File: src/hw/rtl/smf_pkg.sv
`timescale 1ns / 1ps
// ----------------------------------------------------------------------------
// Sliding median filter package
// Shared constants, register map and control structs of the median filter.
// ----------------------------------------------------------------------------
package smf_pkg;

    localparam int MAX_WINDOW_DEF  = 32;
    localparam int SAMPLE_BITS_DEF = 16;

    localparam int CFG_LEN_BITS = 6;
    localparam logic [CFG_LEN_BITS-1:0] WIN_LEN_RESET = 6'd3;

    localparam int APB_AW = 3;
    localparam int APB_DW = 32;

    localparam logic REG_WINDOW_LENGTH = 1'b0;

    typedef struct packed {
        logic start;
        logic clear;
    } smf_req_t;

    typedef struct packed {
        logic done;
    } smf_stat_t;

endpackage

File: src/hw/rtl/sliding_median_filter_unit.sv
`timescale 1ns / 1ps
// ----------------------------------------------------------------------------
// Sliding median filter unit
// Streaming median filter over signed samples with a programmable window.
// ----------------------------------------------------------------------------
// Samples enter on the s_ stream, one word per sample; s_tlast marks the last
// sample of a signal. Filtered samples leave on the m_ stream, and m_tlast
// flags the last one of the signal. The first D = ceil(N/2) - 1 samples give
// no word; the flagged sample then pushes D zeros, so each signal yields one
// word per sample. The window length N is set through the APB register at
// address 0 and may only be changed while the stream is idle; a write also
// starts a new signal.
// Every pushed value goes through one merge pass over the sorted window, one
// element per cycle, with one equality and one ordering comparator. s_tready
// is low from acceptance until the sample and any flush pushes are done. A
// finished word waits in the output register; the next sample is accepted
// meanwhile, and work stalls only when a new word is ready while the old one
// is still held by the receiver. After reset the window is all zero and N is
// 3.
// ----------------------------------------------------------------------------
module sliding_median_filter_unit import smf_pkg::*; #(
    parameter int MAX_WINDOW  = MAX_WINDOW_DEF,
    parameter int SAMPLE_BITS = SAMPLE_BITS_DEF
) (
    input  logic                                aclk,
    input  logic                                aresetn,
    // s_tdata: sample
    input  logic [((SAMPLE_BITS+7)/8)*8-1:0]    s_tdata,
    input  logic                                s_tvalid,
    input  logic                                s_tlast,
    output logic                                s_tready,
    // m_tdata: median_value
    output logic [((SAMPLE_BITS+7)/8)*8-1:0]    m_tdata,
    output logic                                m_tvalid,
    output logic                                m_tlast,
    input  logic                                m_tready,
    input  logic                                psel,
    input  logic                                penable,
    input  logic                                pwrite,
    input  logic [APB_AW-1:0]                   paddr,
    input  logic [APB_DW-1:0]                   pwdata,
    output logic [APB_DW-1:0]                   prdata,
    output logic                                pready
);

    localparam int NW  = $clog2(MAX_WINDOW + 1);
    localparam int TDW = ((SAMPLE_BITS + 7) / 8) * 8;

    typedef enum logic [3:0] {
        T_IDLE = 4'b0001,
        T_PUSH = 4'b0010,
        T_EMIT = 4'b0100,
        T_NEXT = 4'b1000
    } top_state_t;

    top_state_t st_reg;

    logic [CFG_LEN_BITS-1:0] wl_reg;
    logic [CFG_LEN_BITS-1:0] wl_next;
    logic [NW-1:0]           warm_reg;
    logic [NW-1:0]           flush_reg;
    logic                    end_reg;
    logic                    due_reg;
    logic                    out_valid_reg;
    logic                    out_last_reg;
    logic [SAMPLE_BITS-1:0]  out_data_reg;

    logic [NW-1:0]                  win_len;
    logic [NW-1:0]                  lead;
    logic                           cfg_wr;
    logic                           s_acc;
    logic                           out_free;
    logic                           end_clear;
    smf_req_t                       req;
    smf_stat_t                      stat;
    logic signed [SAMPLE_BITS-1:0]  push_value;
    logic signed [SAMPLE_BITS-1:0]  mid_lo;
    logic signed [SAMPLE_BITS-1:0]  mid_hi;
    logic signed [SAMPLE_BITS:0]    pair_sum;
    logic signed [SAMPLE_BITS:0]    pair_adj;
    logic signed [SAMPLE_BITS-1:0]  median;

    always_comb begin
        win_len   = NW'(wl_reg);
        lead      = NW'((({1'b0, win_len} + (NW+1)'(1)) >> 1) - (NW+1)'(1));
        cfg_wr    = psel && penable && pwrite && pready && (paddr[2] == REG_WINDOW_LENGTH);
        s_acc     = s_tvalid && s_tready;
        out_free  = !out_valid_reg || m_tready;
        end_clear = (st_reg == T_NEXT) && (flush_reg == '0) && end_reg;
        req.start = s_acc || ((st_reg == T_NEXT) && (flush_reg != '0));
        req.clear = end_clear || cfg_wr;
        push_value = (st_reg == T_IDLE) ? s_tdata[SAMPLE_BITS-1:0] : '0;

        if (pwdata[CFG_LEN_BITS-1:0] == '0) begin
            wl_next = CFG_LEN_BITS'(1);
        end else if (int'(pwdata[CFG_LEN_BITS-1:0]) > MAX_WINDOW) begin
            wl_next = CFG_LEN_BITS'(MAX_WINDOW);
        end else begin
            wl_next = pwdata[CFG_LEN_BITS-1:0];
        end

        pair_sum = {mid_lo[SAMPLE_BITS-1], mid_lo} + {mid_hi[SAMPLE_BITS-1], mid_hi};
        pair_adj = pair_sum + (pair_sum[SAMPLE_BITS] ? (SAMPLE_BITS+1)'(1) : '0);
        median   = win_len[0] ? mid_hi : pair_adj[SAMPLE_BITS:1];
    end

    smf_window_sort #(
        .MAX_WINDOW  (MAX_WINDOW),
        .SAMPLE_BITS (SAMPLE_BITS)
    ) u_sort (
        .aclk       (aclk),
        .aresetn    (aresetn),
        .req        (req),
        .push_value (push_value),
        .win_len    (win_len),
        .stat       (stat),
        .mid_lo     (mid_lo),
        .mid_hi     (mid_hi)
    );

    always_ff @(posedge aclk) begin
        if ((st_reg == T_EMIT) && out_free) begin
            out_data_reg <= median;
            out_last_reg <= end_reg && (flush_reg == '0);
        end
    end

    always_ff @(posedge aclk) begin
        if (!aresetn) begin
            st_reg        <= T_IDLE;
            wl_reg        <= WIN_LEN_RESET;
            warm_reg      <= '0;
            flush_reg     <= '0;
            end_reg       <= 1'b0;
            due_reg       <= 1'b0;
            out_valid_reg <= 1'b0;
        end else begin
            if (cfg_wr) begin
                wl_reg   <= wl_next;
                warm_reg <= '0;
            end
            if ((st_reg == T_EMIT) && out_free) begin
                out_valid_reg <= 1'b1;
            end else if (m_tready) begin
                out_valid_reg <= 1'b0;
            end
            unique case (st_reg)
                T_IDLE: begin
                    if (s_acc) begin
                        due_reg   <= (warm_reg >= lead);
                        end_reg   <= s_tlast;
                        flush_reg <= s_tlast ? lead : '0;
                        st_reg    <= T_PUSH;
                    end
                end
                T_PUSH: begin
                    if (stat.done) begin
                        if (due_reg) begin
                            st_reg <= T_EMIT;
                        end else begin
                            warm_reg <= warm_reg + NW'(1);
                            st_reg   <= T_NEXT;
                        end
                    end
                end
                T_EMIT: begin
                    if (out_free) begin
                        st_reg <= T_NEXT;
                    end
                end
                T_NEXT: begin
                    if (flush_reg != '0) begin
                        due_reg   <= (warm_reg >= lead);
                        flush_reg <= flush_reg - NW'(1);
                        st_reg    <= T_PUSH;
                    end else begin
                        if (end_reg) begin
                            warm_reg <= '0;
                            end_reg  <= 1'b0;
                        end
                        st_reg <= T_IDLE;
                    end
                end
                default: begin
                    st_reg <= T_IDLE;
                end
            endcase
        end
    end

    assign s_tready = (st_reg == T_IDLE);
    assign m_tvalid = out_valid_reg;
    assign m_tdata  = TDW'(out_data_reg);
    assign m_tlast  = out_last_reg;
    assign prdata   = APB_DW'(wl_reg);
    assign pready   = 1'b1;

endmodule

File: src/hw/rtl/smf_window_sort.sv
`timescale 1ns / 1ps
// ----------------------------------------------------------------------------
// Median filter window store and sort engine
// Keeps the window in arrival order and in sorted order. One push removes the
// oldest value and inserts the new one through a merge pass over the sorted
// bank, one element per cycle, with one equality and one ordering comparator.
// ----------------------------------------------------------------------------
module smf_window_sort import smf_pkg::*; #(
    parameter int MAX_WINDOW  = MAX_WINDOW_DEF,
    parameter int SAMPLE_BITS = SAMPLE_BITS_DEF
) (
    input  logic                                   aclk,
    input  logic                                   aresetn,
    input  smf_req_t                               req,
    input  logic signed [SAMPLE_BITS-1:0]          push_value,
    input  logic [$clog2(MAX_WINDOW+1)-1:0]        win_len,
    output smf_stat_t                              stat,
    output logic signed [SAMPLE_BITS-1:0]          mid_lo,
    output logic signed [SAMPLE_BITS-1:0]          mid_hi
);

    localparam int IW = (MAX_WINDOW > 1) ? $clog2(MAX_WINDOW) : 1;
    localparam int NW = $clog2(MAX_WINDOW + 1);

    typedef enum logic [3:0] {
        SS_IDLE = 4'b0001,
        SS_LOAD = 4'b0010,
        SS_STEP = 4'b0100,
        SS_DONE = 4'b1000
    } sort_state_t;

    sort_state_t st_reg;

    logic signed [SAMPLE_BITS-1:0] ring_mem [2**IW];
    logic signed [SAMPLE_BITS-1:0] sort_mem [2**(IW+1)];

    logic signed [SAMPLE_BITS-1:0] ring_q_reg;
    logic signed [SAMPLE_BITS-1:0] sort_q_reg;
    logic signed [SAMPLE_BITS-1:0] old_reg;
    logic signed [SAMPLE_BITS-1:0] new_val_reg;
    logic signed [SAMPLE_BITS-1:0] lo_reg;
    logic signed [SAMPLE_BITS-1:0] hi_reg;

    logic [IW-1:0] slot_reg;
    logic [NW-1:0] fill_reg;
    logic [NW-1:0] r_reg;
    logic [NW-1:0] k_reg;
    logic          old_valid_reg;
    logic          src_zero_reg;
    logic          bank_reg;
    logic          dropped_reg;
    logic          ins_reg;

    logic signed [SAMPLE_BITS-1:0] cur;
    logic signed [SAMPLE_BITS-1:0] sort_wdata;
    logic          at_end;
    logic          take_drop;
    logic          take_ins;
    logic          sort_we;
    logic          ring_we;
    logic [NW-1:0] r_next;
    logic [IW-1:0] rd_idx;
    logic [NW-1:0] lo_idx;
    logic [NW-1:0] hi_idx;
    logic [NW-1:0] last_idx;

    always_comb begin
        last_idx  = win_len - NW'(1);
        hi_idx    = win_len >> 1;
        lo_idx    = hi_idx - NW'(1);
        cur       = src_zero_reg ? '0 : sort_q_reg;
        at_end    = (r_reg >= win_len);
        take_drop = (st_reg == SS_STEP) && !dropped_reg && !at_end && (cur == old_reg);
        take_ins  = (st_reg == SS_STEP) && !take_drop && !ins_reg
                    && (at_end || (new_val_reg <= cur));
        sort_we   = (st_reg == SS_STEP) && !take_drop;
        sort_wdata = take_ins ? new_val_reg : cur;
        r_next    = ((st_reg == SS_STEP) && !take_ins) ? r_reg + NW'(1) : r_reg;
        rd_idx    = (st_reg == SS_STEP) ? r_next[IW-1:0] : '0;
        ring_we   = (st_reg == SS_IDLE) && req.start;
    end

    always_ff @(posedge aclk) begin
        if (ring_we) begin
            ring_mem[slot_reg] <= push_value;
        end
        ring_q_reg <= ring_mem[slot_reg];
    end

    always_ff @(posedge aclk) begin
        if (sort_we) begin
            sort_mem[{~bank_reg, k_reg[IW-1:0]}] <= sort_wdata;
        end
        sort_q_reg <= sort_mem[{bank_reg, rd_idx}];
    end

    always_ff @(posedge aclk) begin
        if (sort_we) begin
            if (k_reg == lo_idx) begin
                lo_reg <= sort_wdata;
            end
            if (k_reg == hi_idx) begin
                hi_reg <= sort_wdata;
            end
        end
        if (ring_we) begin
            new_val_reg <= push_value;
        end
        if (st_reg == SS_LOAD) begin
            old_reg <= old_valid_reg ? ring_q_reg : '0;
        end
    end

    always_ff @(posedge aclk) begin
        if (!aresetn) begin
            st_reg        <= SS_IDLE;
            slot_reg      <= '0;
            fill_reg      <= '0;
            r_reg         <= '0;
            k_reg         <= '0;
            old_valid_reg <= 1'b0;
            src_zero_reg  <= 1'b1;
            bank_reg      <= 1'b0;
            dropped_reg   <= 1'b0;
            ins_reg       <= 1'b0;
        end else begin
            unique case (st_reg)
                SS_IDLE: begin
                    if (req.clear) begin
                        slot_reg     <= '0;
                        fill_reg     <= '0;
                        src_zero_reg <= 1'b1;
                    end else if (req.start) begin
                        old_valid_reg <= (NW'(slot_reg) < fill_reg);
                        fill_reg <= (fill_reg == win_len) ? fill_reg : fill_reg + NW'(1);
                        slot_reg <= (NW'(slot_reg) == last_idx) ? '0 : slot_reg + IW'(1);
                        st_reg   <= SS_LOAD;
                    end
                end
                SS_LOAD: begin
                    r_reg       <= '0;
                    k_reg       <= '0;
                    dropped_reg <= 1'b0;
                    ins_reg     <= 1'b0;
                    st_reg      <= SS_STEP;
                end
                SS_STEP: begin
                    r_reg <= r_next;
                    if (take_drop) begin
                        dropped_reg <= 1'b1;
                    end
                    if (take_ins) begin
                        ins_reg <= 1'b1;
                    end
                    if (sort_we) begin
                        k_reg <= k_reg + NW'(1);
                        if (k_reg == last_idx) begin
                            st_reg <= SS_DONE;
                        end
                    end
                end
                SS_DONE: begin
                    bank_reg     <= ~bank_reg;
                    src_zero_reg <= 1'b0;
                    st_reg       <= SS_IDLE;
                end
                default: begin
                    st_reg <= SS_IDLE;
                end
            endcase
        end
    end

    assign stat.done = (st_reg == SS_DONE);
    assign mid_lo    = lo_reg;
    assign mid_hi    = hi_reg;

endmodule

File: config.mk
export PLATFORM = sky130hd
export DESIGN_NAME = sliding_median_filter_unit
export DESIGN_NICKNAME = d
export VERILOG_FILES = /design/src/hw/rtl/smf_pkg.sv /design/src/hw/rtl/sliding_median_filter_unit.sv /design/src/hw/rtl/smf_window_sort.sv
export SDC_FILE = /design/constraint.sdc
export NUM_CORES = 2
export LEC_CHECK = 0
export BUFFER_PORTS_ARGS = -buffer_cell sky130_fd_sc_hd__buf_2
export CAP_MARGIN = 30
export CORE_UTILIZATION = 40
export DETAILED_ROUTE_END_ITERATION = 12
export GPL_TIMING_DRIVEN = 0
export PLACE_DENSITY = 0.53
export SLEW_MARGIN = 25
export SYNTH_ARGS = -nofsm -noshare
export SYNTH_HDL_FRONTEND = slang
export SYNTH_SLANG_ARGS = --single-unit
File: constraint.sdc
create_clock -name aclk -period 6.76 [get_ports aclk]
set_input_delay 0.338 -clock aclk [delete_from_list [all_inputs] [get_ports aclk]]
set_output_delay 0.338 -clock aclk [all_outputs]
set_load 0.01 [all_outputs]
==> impl_metrics.csv <==
group,metric,value,unit
final_layout,mostFrequentLayoutCell,"edfxtp_1",
drt,vias,43200,
drt,drtAntennaViolNets,0,
drt,avgViaCountPerCell,5.77,
worst_setup_path,arrival,7200,ps
pwr,p_per_area,277,mW/mm^2
floorplan,die_y,419,um
final_layout,final_nets,5143,
global_route,met1_usage,0.334,
job,max_cap_violations,0,
cts,cts.htree.levels,4,
synthesis,synth_edf_count,1617,
placement,placed_cells,7123,
drt,drtPass1Iterations,6,
cts,clock_latency,830,ps
synthesis,synth_compound_area_frac,0.0679,
final_layout,stdcell_count,7478,
worst_setup_path,critPathMaxFanout,19,
final_layout,seqCellArea,0.0503,mm^2
cts,cts_root_buf,"clkbuf_16",
final_layout,fillers,14900,
global_route,grt_overflow,0,
global_route,top_usage_layer,"met2",
final_layout,largest_reg_flops,1024,
cts,cts-buffers-inserted,178,
synthesis,synth_top_family_by_area,"simple AND/OR/NAND/NOR gates",
floorplan,core_area,0.172,mm^2
final_layout,multiInputGateArea,0.0186,mm^2
timing,finClkSkew,40.8,ps
synthesis,synth_area_per_cell,15.1,um^2
global_route,track_usage,0.260,
drt,drc,0,
global_route,first_global_vias,41600,
timing,fin_crit_sh,0.973,
global_route,grt_first_pass_wirelength,319000,um
final_layout,fin_util,0.475,
global_route,use_met3,0.0546,
timing,relSlewSlack,0.141,
final_layout,layout-drive-gt1-share,0.172,
synthesis,yosys_warnings,0,
placement,dp_hpwl,160000,um
cts,cts_tree,"yes",
synthesis,muxShareOfSynthArea,0.0708,
global_route,grt_max_degree,41,
synthesis,synth_area,0.0695,mm^2
timing,tightestPinTransition,1260,ps
global_route,antenna_found_initial,8,
global_route,use_met2,0.417,
timing,fmax,152,MHz
worst_setup_path,cp_data_required_time,7380,ps
synthesis,synth_xor_area_frac,0.00983,
final_layout,layout_common_cells,"1617 x edfxtp_1, 700 x nand2_1, 236 x nand3_1",
synthesis,synth_seq_cells,1706,
pwr,p_leak,28.8,nW
synthesis,synth_cells,4604,
timing,rsz0062_at_grt,"false",
floorplan,ios,111,
synthesis,async_flop_share,0,
timing,drv_slew,0,
floorplan,die_w,419,um
synthesis,ys.flop_type,"edfxtp_1",
worst_setup_path,worstSetupEndpointType,"flip-flop",
drt,drt_iter0_drc,5113,
synthesis,post_synth_num_cell_types,84,
cts,cts_buffer_depth,3,
synthesis,synth_adder_area_share,0.0118,
placement,port_buffers,55,
pwr,ir_drop,0.261,mV
worst_setup_path,cp-start-kind,"flip-flop",
floorplan,initial_core_util,0.404,
timing,finalSetupTns,0,ps
cts,clk_pin_slew,60,ps
synthesis,seq_area_frac_synth,0.725,
run_status,status,"completed",
timing,hold_violations,0,
timing,period_needed,6580,ps
min_path,min-delay-path-class,"primary input to flip-flop",
drt,drt_wl_total,230000,um
worst_setup_path,worst-setup-path-type,"flip-flop to flip-flop",
timing,setup_viol,0,
drt,wl_per_cell,30.7,um
cts,clock_sinks,1706,
floorplan,die_area,0.175,mm^2
synthesis,synthSimpleGateAreaFrac,0.0934,
placement,gp_congestion,0.976,
final_layout,syn_to_final_growth,17.7,%
floorplan,rows,152,
[critical path: stages, from the launching register on]
cell,delay (ps)
dfxtp_1,460
buf_2,360
clkbuf_2,280
nand2b_1,210
ha_1,190
nand4_1,130
nor4_1,390
a21boi_1,280
nand4bb_1,230
o211ai_4,180
o211ai_4,540
and2_1,200
buf_2,240
buf_2,330
buf_2,460
buf_2,470
buf_4,350
a21oi_1,110
nor4_2,640
nand4_1,280
[path summary, 6_finish.rpt]
path,from,to,slack [ps],cells after the start
setup / recovery,u_sort.src_zero_reg,u_sort.sort_q_reg[10],180,19
hold / removal,paddr[2],win_len[1],110,3
setup reg to reg,u_sort.src_zero_reg,u_sort.sort_q_reg[10],180,19
hold reg to reg,u_sort.ins_reg,u_sort.ins_reg,480,2
[cell usage after synthesis, types with 11 or more instances]
cell / instances / share of area
nor2_1: 209 / 0.011
a22oi_1: 73 / 0.0079
a221o_1: 52 / 0.0075
buf_4: 35 / 0.0038
buf_2: 71 / 0.0051
nand2b_1: 25 / 0.0023
nand2_1: 701 / 0.038
a21oi_1: 186 / 0.013
edfxtp_1: 1617 / 0.70
a211oi_1: 25 / 0.0027
ha_1: 64 / 0.012
xor2_1: 34 / 0.0043
a211o_1: 14 / 0.0018
o21bai_1: 25 / 0.0027
clkbuf_1: 124 / 0.0067
o21a_1: 12 / 0.0013
or4_1: 18 / 0.0019
nor3_1: 25 / 0.0018
a21o_1: 15 / 0.0016
nand3_1: 240 / 0.017
o21ai_0: 66 / 0.0048
and3_1: 39 / 0.0035
buf_1: 45 / 0.0024
nand3b_1: 18 / 0.0019
mux4_2: 128 / 0.041
nor2b_1: 14 / 0.0013
mux2i_1: 192 / 0.028
and2_1: 43 / 0.0039
a221oi_1: 25 / 0.0032
nor3b_1: 11 / 0.0012
nand4_1: 30 / 0.0027
inv_1: 34 / 0.0018
xnor2_1: 44 / 0.0055
dfxtp_1: 89 / 0.026
a31oi_1: 55 / 0.0050
nor4_1: 13 / 0.0012
a311oi_1: 11 / 0.0014
a311o_1: 21 / 0.0030
o211ai_1: 12 / 0.0013
[area by class of cell]
cell class / instances / share of cell area
diodes: 4 / 0.000122
plain buffers: 282 / 0.0173
clock buffers: 226 / 0.0574
clock inverters: 99 / 0.0103
inverters: 35 / 0.00161
multi-input cells: 2603 / 0.228
flip-flops and latches: 1706 / 0.615
well taps: 2310 / 0.0353
repair buffers: 213 / 0.0344
[metal layers]
metal,vias up,wire [um]
met1,22000,90000
met2,2038,108000
li1,18600,-
met3,490,18900
met5,-,40
met4,6,12600
[where the power goes]
part,internal [W],switching (W)
combinational,0.000564,0.000883
clock,0.00528,0.00418
sequential,0.0117,0.0000733
total,0.0175,0.00514
[kinds of logic after synthesis]
| group | Yosys count |
|---|---|
| buffers and inverters | 320 |
| adders and majority gates | 65 |
| muxes | 330 |
| xor gates and xnor gates | 78 |
| DFF | 1706 |
| AOI/OAI and AO/OA | 674 |
| other | 2 |
| and+or+nand+nor | 1429 |
[what timing repair did]
action | CTS | global route
setup endpoints to repair | 16 | 16
setup buffers | 4 | 1
gates cloned | 0 | 0
hold buffers | 18 | 0
hold endpoints to repair | 57 | 0
pin swaps | 1 | 1
gates resized for setup | 29 | 7
[metrics by stage]
stage / worst slack (ps) / total power [W] / cell area, um^2 / hold slack, ps
6_report: 181 / 0.0227 / 81800 / 109
5_1_grt: 61.3 / 0.0233 / 81800 / 142
4_1_cts: 7.07 / 0.0228 / 81700 / 54.1
3_5_place_dp: -1020 / 0.0134 / 75900 / 460
3_3_place_gp: -6370 / 0.0133 / 72700 / 458
2_1_floorplan: 742 / 0.0128 / 69600 / 440
Note: power is estimated with default switching activity, not from simulation.
